--- config.mk ---
export PLATFORM = sky130hd
export DESIGN_NAME = float_to_half_packer_top
export DESIGN_NICKNAME = d
export VERILOG_FILES = /design/src/hw/rtl/fhp_pkg.sv /design/src/hw/rtl/fhp_conv.sv /design/src/hw/rtl/float_to_half_packer_top.sv
export SDC_FILE = /design/constraint.sdc
export NUM_CORES = 1
export LEC_CHECK = 0
export BUFFER_PORTS_ARGS = -buffer_cell sky130_fd_sc_hd__buf_2
export CAP_MARGIN = 20
export CELL_PAD_IN_SITES_DETAIL_PLACEMENT = 1
export CELL_PAD_IN_SITES_GLOBAL_PLACEMENT = 2
export CORE_MARGIN = 2
export CORE_UTILIZATION = 39
export DETAILED_ROUTE_END_ITERATION = 16
export GPL_TIMING_DRIVEN = 0
export PLACE_DENSITY_LB_ADDON = 0.25
export SLEW_MARGIN = 20
export SYNTH_ARGS = -nofsm -noshare
export SYNTH_HDL_FRONTEND = slang
export SYNTH_HIERARCHICAL = 1
export SYNTH_SLANG_ARGS = --single-unit
--- constraint.sdc ---
create_clock -name clk -period 16.82 [get_ports clk]
set_input_delay 5.046 -clock clk [delete_from_list [all_inputs] [get_ports clk]]
set_output_delay 5.046 -clock clk [all_outputs]
set_load 0.02 [all_outputs]
--- src/hw/rtl/fhp_pkg.sv ---
`timescale 1ns / 1ps
package fhp_pkg;
  typedef enum logic {
    OP_TWO_HALVES = 1'b0,
    OP_HALF_UV    = 1'b1
  } op_t;

  localparam logic [15:0] HALF_EXP_ONES = 16'h7c00;
  localparam logic [9:0]  HALF_QUIET    = 10'h200;
  localparam logic [15:0] UV_MAX        = 16'hffff;

  // decoded single, stage 1 -> stage 2
  typedef struct packed {
    logic        sign;
    logic        is_zero;   // underflows to signed zero
    logic        is_sub;    // subnormal half path
    logic        is_big;    // exp field gives infinity or NaN
    logic        is_nan;
    logic [3:0]  shift;     // 1 - e for subnormals, 1..11
    logic [4:0]  e;         // normal biased half exponent
    logic [23:0] mant;      // with hidden bit
  } dec_t;

  // rounded, stage 2 -> stage 3
  typedef struct packed {
    logic        sign;
    logic        is_zero;
    logic        is_sub;
    logic        is_big;
    logic        is_nan;
    logic [4:0]  e;
    logic [22:0] mant;
    logic [11:0] sh;        // subnormal value before round, bits 23..12
  } rnd_t;
endpackage

--- src/hw/rtl/fhp_conv.sv ---
`timescale 1ns / 1ps
module fhp_conv (
  input  logic               clk,
  input  logic               en,
  input  logic [31:0]        bits,
  output logic [15:0]        half
);
  import fhp_pkg::*;

  dec_t        d1;
  rnd_t        r2;
  dec_t        d_next;
  rnd_t        r_next;
  logic [15:0] h_next;
  logic [9:0]  e_s;
  logic [23:0] shifted;
  logic [23:0] nm;
  logic [5:0]  e_inc;
  logic [11:0] sub_r;

  // stage 1: classify
  always_comb begin
    e_s = {2'b00, bits[30:23]} - 10'd112;
    d_next.sign    = bits[31];
    d_next.is_zero = $signed(e_s) < -10;
    d_next.is_sub  = ($signed(e_s) <= 0) && !($signed(e_s) < -10);
    d_next.is_big  = !($signed(e_s) <= 0) && ($signed(e_s) >= 31);
    d_next.is_nan  = (bits[30:23] == 8'hff) && (bits[22:0] != 23'd0);
    d_next.shift   = 4'(10'd1 - e_s);
    d_next.e       = e_s[4:0];
    d_next.mant    = {1'b1, bits[22:0]};
  end

  // stage 2: shift for subnormals
  always_comb begin
    shifted = d1.mant >> d1.shift;
    r_next.sign    = d1.sign;
    r_next.is_zero = d1.is_zero;
    r_next.is_sub  = d1.is_sub;
    r_next.is_big  = d1.is_big;
    r_next.is_nan  = d1.is_nan;
    r_next.e       = d1.e;
    r_next.mant    = d1.mant[22:0];
    r_next.sh      = shifted[23:12];
  end

  // stage 3: round and assemble
  always_comb begin
    nm    = {1'b0, r2.mant} + (r2.mant[12] ? 24'h002000 : 24'h0);
    e_inc = {1'b0, r2.e} + 6'd1;
    sub_r = r2.sh + (r2.sh[0] ? 12'd2 : 12'd0);
    if (r2.is_zero) begin
      h_next = {r2.sign, 15'd0};
    end else if (r2.is_sub) begin
      h_next = {r2.sign, 4'd0, sub_r[11:1]};
    end else if (r2.is_big) begin
      if (r2.is_nan) begin
        h_next = {r2.sign, HALF_EXP_ONES[14:10],
                  (r2.mant[22:13] == 10'd0) ? HALF_QUIET : r2.mant[22:13]};
      end else begin
        h_next = {r2.sign, HALF_EXP_ONES[14:0]};
      end
    end else if (nm[23]) begin
      if (e_inc >= 6'd31) h_next = {r2.sign, HALF_EXP_ONES[14:0]};
      else h_next = {r2.sign, e_inc[4:0], 10'd0};
    end else begin
      h_next = {r2.sign, r2.e, nm[22:13]};
    end
  end

  always_ff @(posedge clk) begin
    if (en) begin
      d1   <= d_next;
      r2   <= r_next;
      half <= h_next;
    end
  end
endmodule

--- src/hw/rtl/float_to_half_packer_top.sv ---
`timescale 1ns / 1ps
// Float-to-half packer.
// s_axis carries one item per transfer; m_axis returns one packed word each.
// s_tdata: operation[0], first_value[32:1], second_value[64:33],
// uv_set[96:65], zero fill to 104 bits.
// m_tdata: packed_word. Mode 0 packs half(first) low and half(second) high;
// mode 1 packs half(first) low and uv_set clamped to 0..65535 high.
// The path is a three-stage pipeline: classify, subnormal shift, round and
// pack. One transfer per cycle is sustained while the output is not stalled.
// When m_tready is low while the last stage holds a word, all stages hold
// together and s_tready drops; nothing is lost or repeated.
// Reset (rst, synchronous) clears the valid bits; data registers are not reset.
module float_to_half_packer_top (
  input  logic         clk,
  input  logic         rst,
  input  logic         s_tvalid,
  output logic         s_tready,
  input  logic [103:0] s_tdata,   // operation, first_value, second_value, uv_set
  output logic         m_tvalid,
  input  logic         m_tready,
  output logic [31:0]  m_tdata    // packed_word
);
  import fhp_pkg::*;

  logic [2:0]  vld;
  logic [2:0]  op_d;
  logic [15:0] uv_d [3];
  logic [15:0] lo, hi;
  logic        en;
  logic [31:0] uv;
  logic [15:0] uv_c;

  assign en       = !vld[2] || m_tready;
  assign s_tready = en;
  assign uv       = s_tdata[96:65];
  assign uv_c     = uv[31] ? 16'd0 : (uv[30:16] != 15'd0) ? UV_MAX : uv[15:0];

  fhp_conv u_lo (.clk(clk), .en(en), .bits(s_tdata[32:1]), .half(lo));
  fhp_conv u_hi (.clk(clk), .en(en), .bits(s_tdata[64:33]), .half(hi));

  always_ff @(posedge clk) begin
    if (rst) begin
      vld <= 3'b000;
    end else if (en) begin
      vld <= {vld[1:0], s_tvalid};
    end
  end

  always_ff @(posedge clk) begin
    if (en) begin
      op_d    <= {op_d[1:0], s_tdata[0]};
      uv_d[0] <= uv_c;
      uv_d[1] <= uv_d[0];
      uv_d[2] <= uv_d[1];
    end
  end

  assign m_tvalid = vld[2];
  assign m_tdata  = {(op_t'(op_d[2]) == OP_HALF_UV) ? uv_d[2] : hi, lo};

  a_hold: assert property (@(posedge clk) disable iff (rst)
    m_tvalid && !m_tready |=> m_tvalid && $stable(m_tdata))
    else $error("output changed under stall");
  a_ready: assert property (@(posedge clk) disable iff (rst)
    !m_tvalid |-> s_tready) else $error("ready low with empty output");
  a_flow: assert property (@(posedge clk) disable iff (rst)
    s_tvalid && s_tready ##1 s_tready ##1 s_tready |=> m_tvalid)
    else $error("item lost in pipeline");
endmodule
# After elaboration in Yosys (flattened, before gate mapping)
# Memories as Yosys holds them, arrays and structs flattened.
# Index checks and enable logic that the tools add are counted.
classes:
  muxes: 21
  reduce_logical: 19
  order_cmp: 8
  n_eq_ne: 2
  shifts: 2
  n_addsub: 10
ops:
  columns: ["operator", "n"]
  rows:
  - ["$mux 15", 8]
  - ["$add 23x24->24", 2]
  - ["$mux 16", 3]
  - ["$shr 24x4->24", 2]
  - ["$reduce_bool 23->1", 2]
  - ["$mux 10", 4]
  - ["$mux 14", 2]
  - ["$add 12x12->12", 2]
  - ["$logic_not 10->1", 2]
  - ["$ge 9x6->1 const B", 2]
  - ["$le 9x1->1 const B", 2]
  - ["$lt 9x5->1 const B", 2]
  - ["$sub 8x7->9 const B", 2]
  - ["$eq 8x8->1 const B", 2]
  - ["$reduce_bool 15->1", 1]
  - ["$add 5x1->6 const B", 2]
  - ["$ge 6x5->1 const B", 2]
  - ["$sub 1x4->4 const A", 2]
  - ["$logic_and 1x1->1", 6]
  - ["$logic_not 1->1", 5]
  - ["$mux 2", 2]
  - ["$reduce_or 2->1", 2]
  - ["$mux 1", 2]
  - ["$logic_or 1x1->1", 1]
totals:
  register_bits: 202
  ramBits: 48
  n_memories: 1
  output_inout_bits: 34
  input_bits: 108
  elab_cells: 103
mem_list:
  columns: ["memory", "words", "width", "rd", "rd_clocked_by_memory_dff", "wr", "line_no", "rtl"]
  rows:
  - ["uv_d", 3, 16, 3, 0, 3, "float_to_half_packer_top.sv:27", "logic [15:0] uv_d [3];"]

# Depth between registers and ports, before layout
# Gate-level depths: netlist of the first run.
depth:
  ltp_word: 6
  ltp_mapped: 7
  mapped_depth_nobuf: 7

# Cells and area by module
# The synthesis of the first run kept the hierarchy.
modules_own_cells:
  columns: ["mod", "area_each_um2", "seq_area_each_um2", "instances", "cells_per_inst"]
  rows:
  - ["fhp_conv", 3696.0, 2192.1, 2, 307]
  - ["float_to_half_packer_top", 2047.0, 1591.5, 1, 120]

# Worst setup path after synthesis of the first run
# OpenSTA, ideal clock, no wires.
synth_path:
  path_type: "input port to output port"
  start: "input port m_tready"
  end: "output port s_tready"
  slack_ns: 1.777
  t_arrival_ns: 9.997
  t_required_ns: 11.774
  n_path_buf: 0
  stages: 1
  path_cell_list: "nand2b_1"
synth_between:
  elab_chain_len: 1
synth_lines:
  columns: ["item", "line_no", "rtl"]
  rows:
  - ["start, declared", "float_to_half_packer_top.sv:20", "input logic m_tready,"]
  - ["$logic_or 1x1->1", "float_to_half_packer_top.sv:33", "assign en = !vld[2] || m_tready;"]
  - ["end, declared", "float_to_half_packer_top.sv:17", "output logic s_tready,"]
# No other way between the ends.

# Final worst setup path of the first run
# Ends and elaborated chain as after synthesis.

==> results of run 1 <==
cell usage in the layout (no fill, tap or decap), drive strengths merged, types with 3 or more instances in the layout:
cell,netlist,layout
clkbuf,19,36
nand4,8,8
a31oi,14,14
a21oi,43,43
o21a,12,12
nor2b,4,4
a221oi,8,8
o22ai,14,14
or2,4,4
nand2b,9,9
inv,41,47
xnor2,10,10
mux2,24,24
dfxtp,3,3
buf,13,149
o31ai,6,6
a211oi,10,10
or3,6,6
a311oi,6,6
nand2,46,46
nor3b,6,6
nand3,22,22
mux4,4,4
nor2,48,48
and3,10,10
mux2i,18,18
o21ai,32,32
clkinv,2,10
edfxtp,197,197
ha,22,22
and4,3,3
xor2,14,14
nor3,13,13
nor4,19,19
where the power goes:
group          switching [mW]  leakage, nW  internal (mW)  total [mW]
Clock                   0.206        0.290          0.202       0.408
Sequential             0.0285         2.16          0.600       0.628
Combinational          0.0953         1.97         0.0636       0.159
critical path, cell delays in order:
cell	delay, ns
buf_2	0.08
nand2b_4	0.50
buf_16	0.34
buf_2	0.23
stage by stage:
| stage | std cells | cell area [µm²] | setup slack [ns] | hold slack, ns | util |
|---|---|---|---|---|---|
| global placement | 1186 | 10500 | -0.573 | 0.401 | 0.445 |
| CTS | 1221 | 11200 | 5.49 | 0.419 | 0.474 |
| floorplan | 734 | 9440 | 1.78 | 0.400 | - |
| global route | 1221 | 11200 | 5.41 | 0.425 | 0.474 |
| finish | 1221 | 11200 | 5.51 | 0.419 | 0.474 |
| detailed placement | 1189 | 10600 | 5.49 | 0.405 | 0.448 |
logic make-up after synthesis:
logic type	share of synthesized area
AO/OA/AOI/OAI	0.109
XOR/XNOR	0.0223
adder cells (fa/ha/maj)	0.0292
buffers and inverters	0.0337
flip-flops	0.633
multiplexers	0.0573
AND/OR/NAND/NOR	0.115
registers in the layout, indices dropped and copies added (netlist names):
register and flops:
uv_d 48, u_hi/r2 33, u_lo/r2 33, u_hi/d1 24, u_lo/d1 24, u_hi/half 16, u_lo/half 16, op_d 3
vld 3
synthesized netlist by cell type (all sizes together) (3+ instances only):
cell type  number  share of area
a211oi         10         0.0080
a21oi          43          0.024
a221oi          8         0.0074
a311oi          6         0.0069
a31oi          14         0.0093
and3           10         0.0066
and4            3         0.0028
buf            13         0.0090
clkbuf         19         0.0076
dfxtp           3         0.0064
edfxtp        197           0.63
ha             22          0.029
inv            41          0.016
mux2           24          0.029
mux2i          18          0.019
mux4            4         0.0095
nand2          46          0.018
nand2b          9         0.0060
nand3          22          0.012
nand4           8         0.0066
nor2           48          0.019
nor2b           4         0.0027
nor3           13         0.0069
nor3b           6         0.0048
nor4           19          0.013
o21a           12         0.0095
o21ai          32          0.017
o22ai          14         0.0093
o31ai           6         0.0048
or2             4         0.0027
or3             6         0.0061
xnor2          10         0.0093
xor2           14          0.013
final timing paths:
kind | cells past startpoint | endpoint | startpoint
worst max-delay path | 4 | s_tready | m_tready
worst min-delay path | 0 | uv_d[0][34] | uv_d[0][18]
worst max register to register | 7 | u_lo/half[0] | u_lo/r2[25]
worst min register to register | 0 | uv_d[0][34] | uv_d[0][18]
layout make-up:
cell class / instances / area share
Clock buffer: 17 / 0.0380
Multi-Input combinational cell: 459 / 0.282
Timing Repair Buffer: 136 / 0.0662
Inverter: 43 / 0.0144
Clock inverter: 15 / 0.0158
Sequential cell: 200 / 0.534
Buffer: 32 / 0.0140
Tap cell: 319 / 0.0357
layer usage:
metal  global-route usage  part of all wire  vias up
li1                     -                 -     3119
met1                0.201              0.40     3194
met2                0.348              0.55      120
met3               0.0375             0.034       28
met4               0.0545             0.019        0
met5                    0                 0        -
==> implementation parameters, run 1 <==
Parameter                              Value

Outcome
  Run status    finished clean

Global route
  Number of antenna violations at the first check in global routing    0
  Pin count of the biggest net entering global routing    63
  Total grt overflow    0
  Total track usage    0.182
  Wire length of the first global-routing pass    36.5 mm
  Number of global-route vias before repair    6768

Yosys
  Async set or reset register ratio after synthesis    0
  Number of warning messages in the yosys log    6
  Cell area after technology mapping    9440 µm²
  Most common flop cell mapped by yosys    edfxtp_1
  Count of cell types in the netlist    53
  Number of enable flip-flop cells after synthesis    197
  Nets in the synthesized netlist    864
  Number of storage elements in the synthesis netlist    200
  Cells after synthesis    734
  Mean post-synth cell area    12.9 µm²
  Share of synthesized area occupied by flip-flops and latches    0.633

Floorplan
  Initial standard-cell utilization of the core    0.400
  Die area    25500 µm²
  Total core area    23600 µm²
  I/O pin cnt    142
  Width of the chip    160 µm
  Total number of placement rows    56
  Die outline height    160 µm

Timing
  Max Clock Skew    0.0182 ns
  Transition at the pin with the smallest max-transition slack    0.617 ns
  Highest Clock Rate    0.0884 GHz
  Total count of hold-check failures in the final report    0
  Post-route minimum period    11.31 ns
  Final critical-path share of the clock period    0.673
  Setup-failing EPs final    0
  Setup repair after global routing missed its margin    no
  Max transition margin    0.588
  Sum Neg Setup Slack    0 ns
  Max-slew violations    0

Power and ir drop
  Power per cell area    107 nW/µm²
  Overall Power    1.19 mW
  Leakage power    4.42 nW
  Worst IR drop on VDD    0.0000483 V

Clock tree
  Depth of the CTS H-tree    4
  Post-cts repair resize count    0
  Insertion delay of the later-clocked pin in the worst-skew pair    0.44 ns
  Post-CTS Setup Inserts    0
  Clock slew at the register clock pins of the worst setup and hold paths    0.08 ns
  CTS root buf    clkbuf_16
  CTS Buf Count    17
  Hold bufs inserted after CTS    0
  Clk sink count    200
  Maximum clock path buffer count    2
  CTS tree    yes

Setup path
  Flop2flop setup slack    14.36 ns
  Crit path capture type    primary output
  Data arrival, critical path    6.27 ns
  Worst setup path category    in -> out
  Nature of the critical path startpoint    input pin
  CP Max Fanout    62
  CP Data Required Time    11.77 ns

Drt
  Starting DRT DRC Count    311
  Remaining DRCs    0
  Total routed wirelength    22.9 mm
  Routed vias/inst    5.29
  Number of detailed-route iterations in the first pass    4
  Antenna viol nets, final    0
  Vias    6461
  Post-DR wirelength/cell    18.7 µm

Finish
  Area taken by flip-flops and latches    5980 µm²
  Antenna Cells    0
  Fraction of layout cells with a size suffix above 1    0.249
  Filler cell count    2571
  Layout-stage area growth over the synthesis result    18.5%
  Number of nets in the finished design    1019
  Area of the multi-input gates    3150 µm²

Placed design
  Number of buffers inserted by port buffering    133
  Detailed placement HPWL    17.4 mm
  Final estimated routing congestion in global placement    0.850

Flow run
  Max-cap violation count    0

Hold path
  Worst hold-check path type    reg -> reg
(Power assumes the default switching activity.)
==> run 2: changes to the inputs <==
Settings changed: CORE_UTILIZATION 39 to 35.
Clock period 16.82 ns to 10.4 ns, I/O delays scaled along.
==> implementation parameters, run 2 (synthesis gave the netlist of run 1 again) <==
Parameter                              Value

Power and ir drop
  Worst IR drop on VDD    0.0000754 V (+56%)
  Overall Power    1.93 mW (+61%)
  Power per cell area    172 nW/µm² (+61%)
  Leakage power    4.42 nW (about the same)

Setup path
  Ordered list of cells on the worst path    buf_2 -> nand2b_4 -> buf_16 -> buf_16 -> buf_2
  Crit path capture type    primary output
  R2R Path End    u_hi/half[10]
  Buffers plus inverters on the worst setup path    4 (+1)
  Cell depth of the worst flop-to-flop path    7 (unchanged)
  Nature of the critical path startpoint    input pin
  Family of cells with the greatest summed delay on the critical path    buffers and inverters
  Launching point of the worst reg2reg path    u_hi/r2[25]
  CP Data Required Time    7.28 ns (-4.49 ns)
  Worst setup path category    in -> out
  CP Max Fanout    60 (-3.2%)
  Highest cell delay on the worst timing path    0.47 ns (-0.03 ns)
  Cell count along the critical path    5 (+1)
  Flop2flop setup slack    8.02 ns (-6.34 ns)
  Data arrival, critical path    4.56 ns (-1.71 ns)
  Worst path slowest cell    nand2b_4
  Worst setup startpoint    m_tready

Floorplan
  Total core area    26700 µm² (+13%)
  Die outline height    168 µm (+5.4%)
  I/O pin cnt    142 (unchanged)
  Total number of placement rows    60 (+7.1%)
  Initial standard-cell utilization of the core    0.353 (-0.0466)
  Width of the chip    168 µm (+5.4%)
  Die area    28300 µm² (+11%)

Clock tree
  Clk sink count    200 (unchanged)
  Hold bufs inserted after CTS    0 (unchanged)
  Maximum clock path buffer count    2 (unchanged)
  Clock slew at the register clock pins of the worst setup and hold paths    0.08 ns (about the same)
  Depth of the CTS H-tree    4 (unchanged)
  CTS Buf Count    17 (unchanged)
  CTS tree    yes
  Insertion delay of the later-clocked pin in the worst-skew pair    0.43 ns (about the same)
  CTS root buf    clkbuf_16
  Post-CTS Setup Inserts    0 (unchanged)
  Post-cts repair resize count    0 (unchanged)

Timing
  Max-slew violations    0 (unchanged)
  Setup repair after global routing missed its margin    no
  Total count of hold-check failures in the final report    0 (unchanged)
  Transition at the pin with the smallest max-transition slack    0.635 ns (+0.0179 ns)
  Post-route minimum period    7.68 ns
  Highest Clock Rate    0.130 GHz
  Max transition margin    0.572 (-0.0159)
  Setup slack after layout    2.72 ns (-2.79 ns)
  Final critical-path share of the clock period    0.738
  Max Clock Skew    0.0230 ns (+0.00473 ns)
  Setup-failing EPs final    0 (unchanged)

Flow run
  Max-cap violation count    0 (unchanged)

Finish
  Leading cell type in the layout, fill and taps excluded    edfxtp_1
  Fraction of layout cells with a size suffix above 1    0.249 (unchanged)
  Largest register FFs    48 (unchanged)
  Filler cell count    2888 (+12%)
  Antenna Cells    0 (unchanged)
  Layout-stage area growth over the synthesis result    18.7%
  Final standard cell utilization of the core    0.419 (-0.0544)
  Highest-count cells in the layout ignoring fill and taps    edfxtp_1 (197), buf_2 (143), nor2_1 (48), nand2_1 (46), inv_1 (41)
  Largest registers    uv_d (48), u_hi/r2 (33), u_lo/r2 (33)
  Number of nets in the finished design    1019 (unchanged)
  Register containing the most flip-flops in the final layout    uv_d

Drt
  Remaining DRCs    0 (unchanged)
  Routed vias/inst    5.08 (-4.0%)
  Antenna viol nets, final    0 (unchanged)
  Post-DR wirelength/cell    17.9 µm (-4.2%)
  Starting DRT DRC Count    380 (+22%)
  Vias    6315 (-2.3%)
  Total routed wirelength    22.3 mm (-2.5%)
  Number of detailed-route iterations in the first pass    4 (unchanged)

Placed design
  Pre-CTS setup slack    2.69 ns (-2.80 ns)
  Detailed placement HPWL    16.5 mm (-5.2%)
  Final estimated routing congestion in global placement    0.783 (-8.0%)
  Number of buffers inserted by port buffering    133 (unchanged)

Hold path
  Worst hold path startpoint    u_lo/d1[27]
  Hold path endpoint    u_lo/r2[38]
  Worst hold-check path type    reg -> reg
  Hold Path Stages    0 (unchanged)

Global route
  Pin count of the biggest net entering global routing    61 (-3.2%)
  Wire length of the first global-routing pass    36.2 mm (-1.1%)
  Number of antenna violations at the first check in global routing    0 (unchanged)
  Total track usage    0.163 (-0.0188)
  Total grt overflow    0 (unchanged)
  Number of global-route vias before repair    6589 (-2.6%)

Outcome
  Run status    finished clean
[run 2: cell type report]
| type | count | area [µm²] | area share |
|---|---|---|---|
| multi-input cells | 459 | 3150 | 0.281 |
| well taps | 341 | 427 | 0.0381 |
| repair buffers | 136 | 748 | 0.0668 |
| plain buffers | 32 | 156 | 0.0140 |
| flip-flops and latches | 200 | 5980 | 0.533 |
| inverters | 43 | 161 | 0.0144 |
| clock buffers | 20 | 457 | 0.0407 |
| clock inverters | 12 | 130 | 0.0116 |
[run 2: layer usage]
metal,up-vias,share of wire,track usage
met5,-,0,0
met3,12,0.022,0.0287
met2,94,0.52,0.289
li1,3110,-,-
met4,0,0.011,0.0491
met1,3099,0.44,0.203
[run 2: report_power, final]
part / total, mW / internal (mW) / switching [mW]
sequential: 1.02 / 0.970 / 0.0460
clock: 0.656 / 0.334 / 0.322
combinational: 0.253 / 0.103 / 0.150
[run 2: how the worst max path moves through the flow]
stage | to | slack, ns
after floorplan | s_tready | 1.55
after global placement | s_tready | -0.005
after detailed placement | s_tready | 2.69
after CTS | s_tready | 2.68
after global routing | s_tready | 2.60
final | s_tready | 2.72
[run 2: metrics by stage]
stage | cell area (µm²) | instances | hold slack [ns] | TNS [ns]
3_5_place_dp | 10600 | 1211 | 0.405 | 0
3_3_place_gp | 10500 | 1208 | 0.401 | -0.00508
5_1_grt | 11200 | 1243 | 0.428 | 0
4_1_cts | 11200 | 1243 | 0.412 | 0
6_report | 11200 | 1243 | 0.419 | 0
2_1_floorplan | 9440 | 734 | 0.400 | 0
==> run 3: changes to the inputs <==
Settings changed: CORE_UTILIZATION 35 to 39.
Clock period 10.4 ns to 7.7 ns, I/O delays scaled along.
==> implementation parameters, run 3 (synthesis gave the netlist of run 1 again) <==
Parameter                              Value

Timing
  Max-slew violations    0 (unchanged)
  Max Clock Skew    0.0138 ns (-0.00911 ns)
  Transition at the pin with the smallest max-transition slack    0.723 ns (+0.0881 ns)
  Post-route minimum period    6.05 ns
  Setup-failing EPs final    0 (unchanged)
  Sum Neg Setup Slack    0 ns (unchanged)
  Setup slack after layout    1.65 ns (-1.07 ns)
  Setup repair after global routing missed its margin    no
  Total count of hold-check failures in the final report    0 (unchanged)
  Final critical-path share of the clock period    0.785
  Highest Clock Rate    0.165 GHz
  Max transition margin    0.513 (-0.0592)

Setup path
  Family of cells with the greatest summed delay on the critical path    buffers and inverters
  CP Max Fanout    62 (+3.3%)
  CP Data Required Time    5.39 ns (-1.89 ns)
  Nature of the critical path startpoint    input pin
  Data arrival, critical path    3.74 ns (-0.82 ns)
  Crit path capture type    primary output
  Ordered list of cells on the worst path    buf_2 -> nand2b_4 -> buf_16 -> buf_16 -> buf_2
  Buffers plus inverters on the worst setup path    4 (unchanged)
  Highest cell delay on the worst timing path    0.45 ns (-0.02 ns)
  Worst setup path category    in -> out
  Worst path slowest cell    nand2b_4

Clock tree
  Post-CTS Setup Inserts    0 (unchanged)
  Clock slew at the register clock pins of the worst setup and hold paths    0.08 ns (about the same)
  Post-cts repair resize count    0 (unchanged)
  CTS root buf    clkbuf_16
  Clk sink count    200 (unchanged)
  CTS tree    yes
  Depth of the CTS H-tree    4 (unchanged)
  Insertion delay of the later-clocked pin in the worst-skew pair    0.44 ns (about the same)
  CTS Buf Count    17 (unchanged)
  Hold bufs inserted after CTS    0 (unchanged)
  Maximum clock path buffer count    2 (unchanged)

Global route
  Pin count of the biggest net entering global routing    63 (+3.3%)
  Total grt overflow    0 (unchanged)
  Number of antenna violations at the first check in global routing    0 (unchanged)
  Total track usage    0.186 (+0.0228)
  Number of global-route vias before repair    6867 (+4.2%)
  Wire length of the first global-routing pass    37.0 mm (+2.5%)

Hold path
  Worst hold-check path type    reg -> reg

Power and ir drop
  Power per cell area    238 nW/µm² (+38%)
  Part of the total power dissipated in the clock network    0.356 (+0.015)
  Leakage power    4.44 nW (+0.53%)
  Sequential group share of total power    0.514 (-0.014)
  Fraction of power consumed by combinational cells    0.130 (-0.002)
  Design internal power    1.91 mW (+36%)
  Net switching power    0.764 mW (+47%)
  Worst IR drop on VDD    0.000115 V (+53%)
  Switching Share    0.286 (+0.0167)

Finish
  Largest registers    uv_d (48), u_hi/r2 (33), u_lo/r2 (33)
  Antenna Cells    0 (unchanged)
  Layout-stage area growth over the synthesis result    19.1%
  Highest-count cells in the layout ignoring fill and taps    edfxtp_1 (197), buf_2 (143), nor2_1 (48), nand2_1 (46), inv_1 (41)
  Leading cell type in the layout, fill and taps excluded    edfxtp_1
  Largest register FFs    48 (unchanged)
  Fraction of layout cells with a size suffix above 1    0.251 (+0.00111)
  Register containing the most flip-flops in the final layout    uv_d
  Number of nets in the finished design    1019 (unchanged)

Drt
  Antenna viol nets, final    0 (unchanged)
  Number of detailed-route iterations in the first pass    5 (+1)
  Routed vias/inst    5.33 (+4.9%)
  Total routed wirelength    23.1 mm (+3.8%)
  Vias    6508 (+3.1%)
  Starting DRT DRC Count    352 (-7.4%)
  Remaining DRCs    0 (unchanged)
  Post-DR wirelength/cell    18.9 µm (+5.6%)

Flow run
  Max-cap violation count    0 (unchanged)

Floorplan
  Initial standard-cell utilization of the core    0.400 (+0.0466)
  Die area    25500 µm² (-10%)
  Width of the chip    160 µm (-5.1%)
  Total core area    23600 µm² (-12%)
  Total number of placement rows    56 (-6.7%)
  I/O pin cnt    142 (unchanged)
  Die outline height    160 µm (-5.1%)

Placed design
  Pre-CTS setup slack    1.63 ns (-1.06 ns)
  Final estimated routing congestion in global placement    0.813 (+3.9%)
  Detailed placement HPWL    17.5 mm (+6.1%)
  Number of buffers inserted by port buffering    133 (unchanged)

Outcome
  Run status    finished clean
run 3: through the flow:
| step | total power [mW] | std cells | util | hold WS, ns | cell area, µm² |
|---|---|---|---|---|---|
| CTS | 2.71 | 1221 | 0.476 | 0.423 | 11200 |
| global placement | 1.74 | 1186 | 0.445 | 0.400 | 10500 |
| global route | 2.78 | 1221 | 0.476 | 0.432 | 11200 |
| floorplan | 1.60 | 734 | - | 0.400 | 9440 |
| finish | 2.67 | 1221 | 0.476 | 0.425 | 11200 |
| detailed placement | 1.75 | 1189 | 0.449 | 0.406 | 10600 |
run 3: routing by layer:
layer  global-route usage  vias up  part of all wire
met4               0.0632        0             0.022
li1                     -     3112                 -
met2                0.353      117              0.55
met1                0.209     3244              0.40
met3               0.0307       35             0.027
met5                    0        -                 0
run 3: final timing paths:
| kind | from | to | slack [ns] | cells past startpoint |
|---|---|---|---|---|
| min | u_hi/d1[34] | u_hi/r2[41] | 0.42 | 0 |
| max | m_tready | s_tready | 1.65 | 5 |
| min reg2reg | u_hi/d1[34] | u_hi/r2[41] | 0.42 | 0 |
| max reg2reg | u_lo/r2[25] | u_lo/half[0] | 5.20 | 7 |
run 3: power groups by stage:
stage          clock network (mW)  registers, mW  logic (mW)
2_1_floorplan                   0           1.39       0.203
3_3_place_gp                    0           1.40       0.341
3_5_place_dp                    0           1.40       0.352
4_1_cts                     0.977           1.37       0.353
5_1_grt                      1.01           1.39       0.383
6_report                    0.951           1.37       0.348
run 3: cell type report:
cell class	instances	area, µm²
Fill cell	2515	12400
Sequential cell	200	5980
Multi-Input combinational cell	459	3150
Timing Repair Buffer	136	748
Clock buffer	17	425
Tap cell	319	399
Clock inverter	15	220
Inverter	43	161
Buffer	32	156
run 3: worst register-to-register path, delay by kind of cell (launching register included):
kind / cells / cell delay (ns)
AO/OA/AOI/OAI: 1 / 0.45
adder cells (fa/ha/maj): 2 / 0.42
flip-flops: 1 / 0.41
AND/OR/NAND/NOR: 4 / 0.97
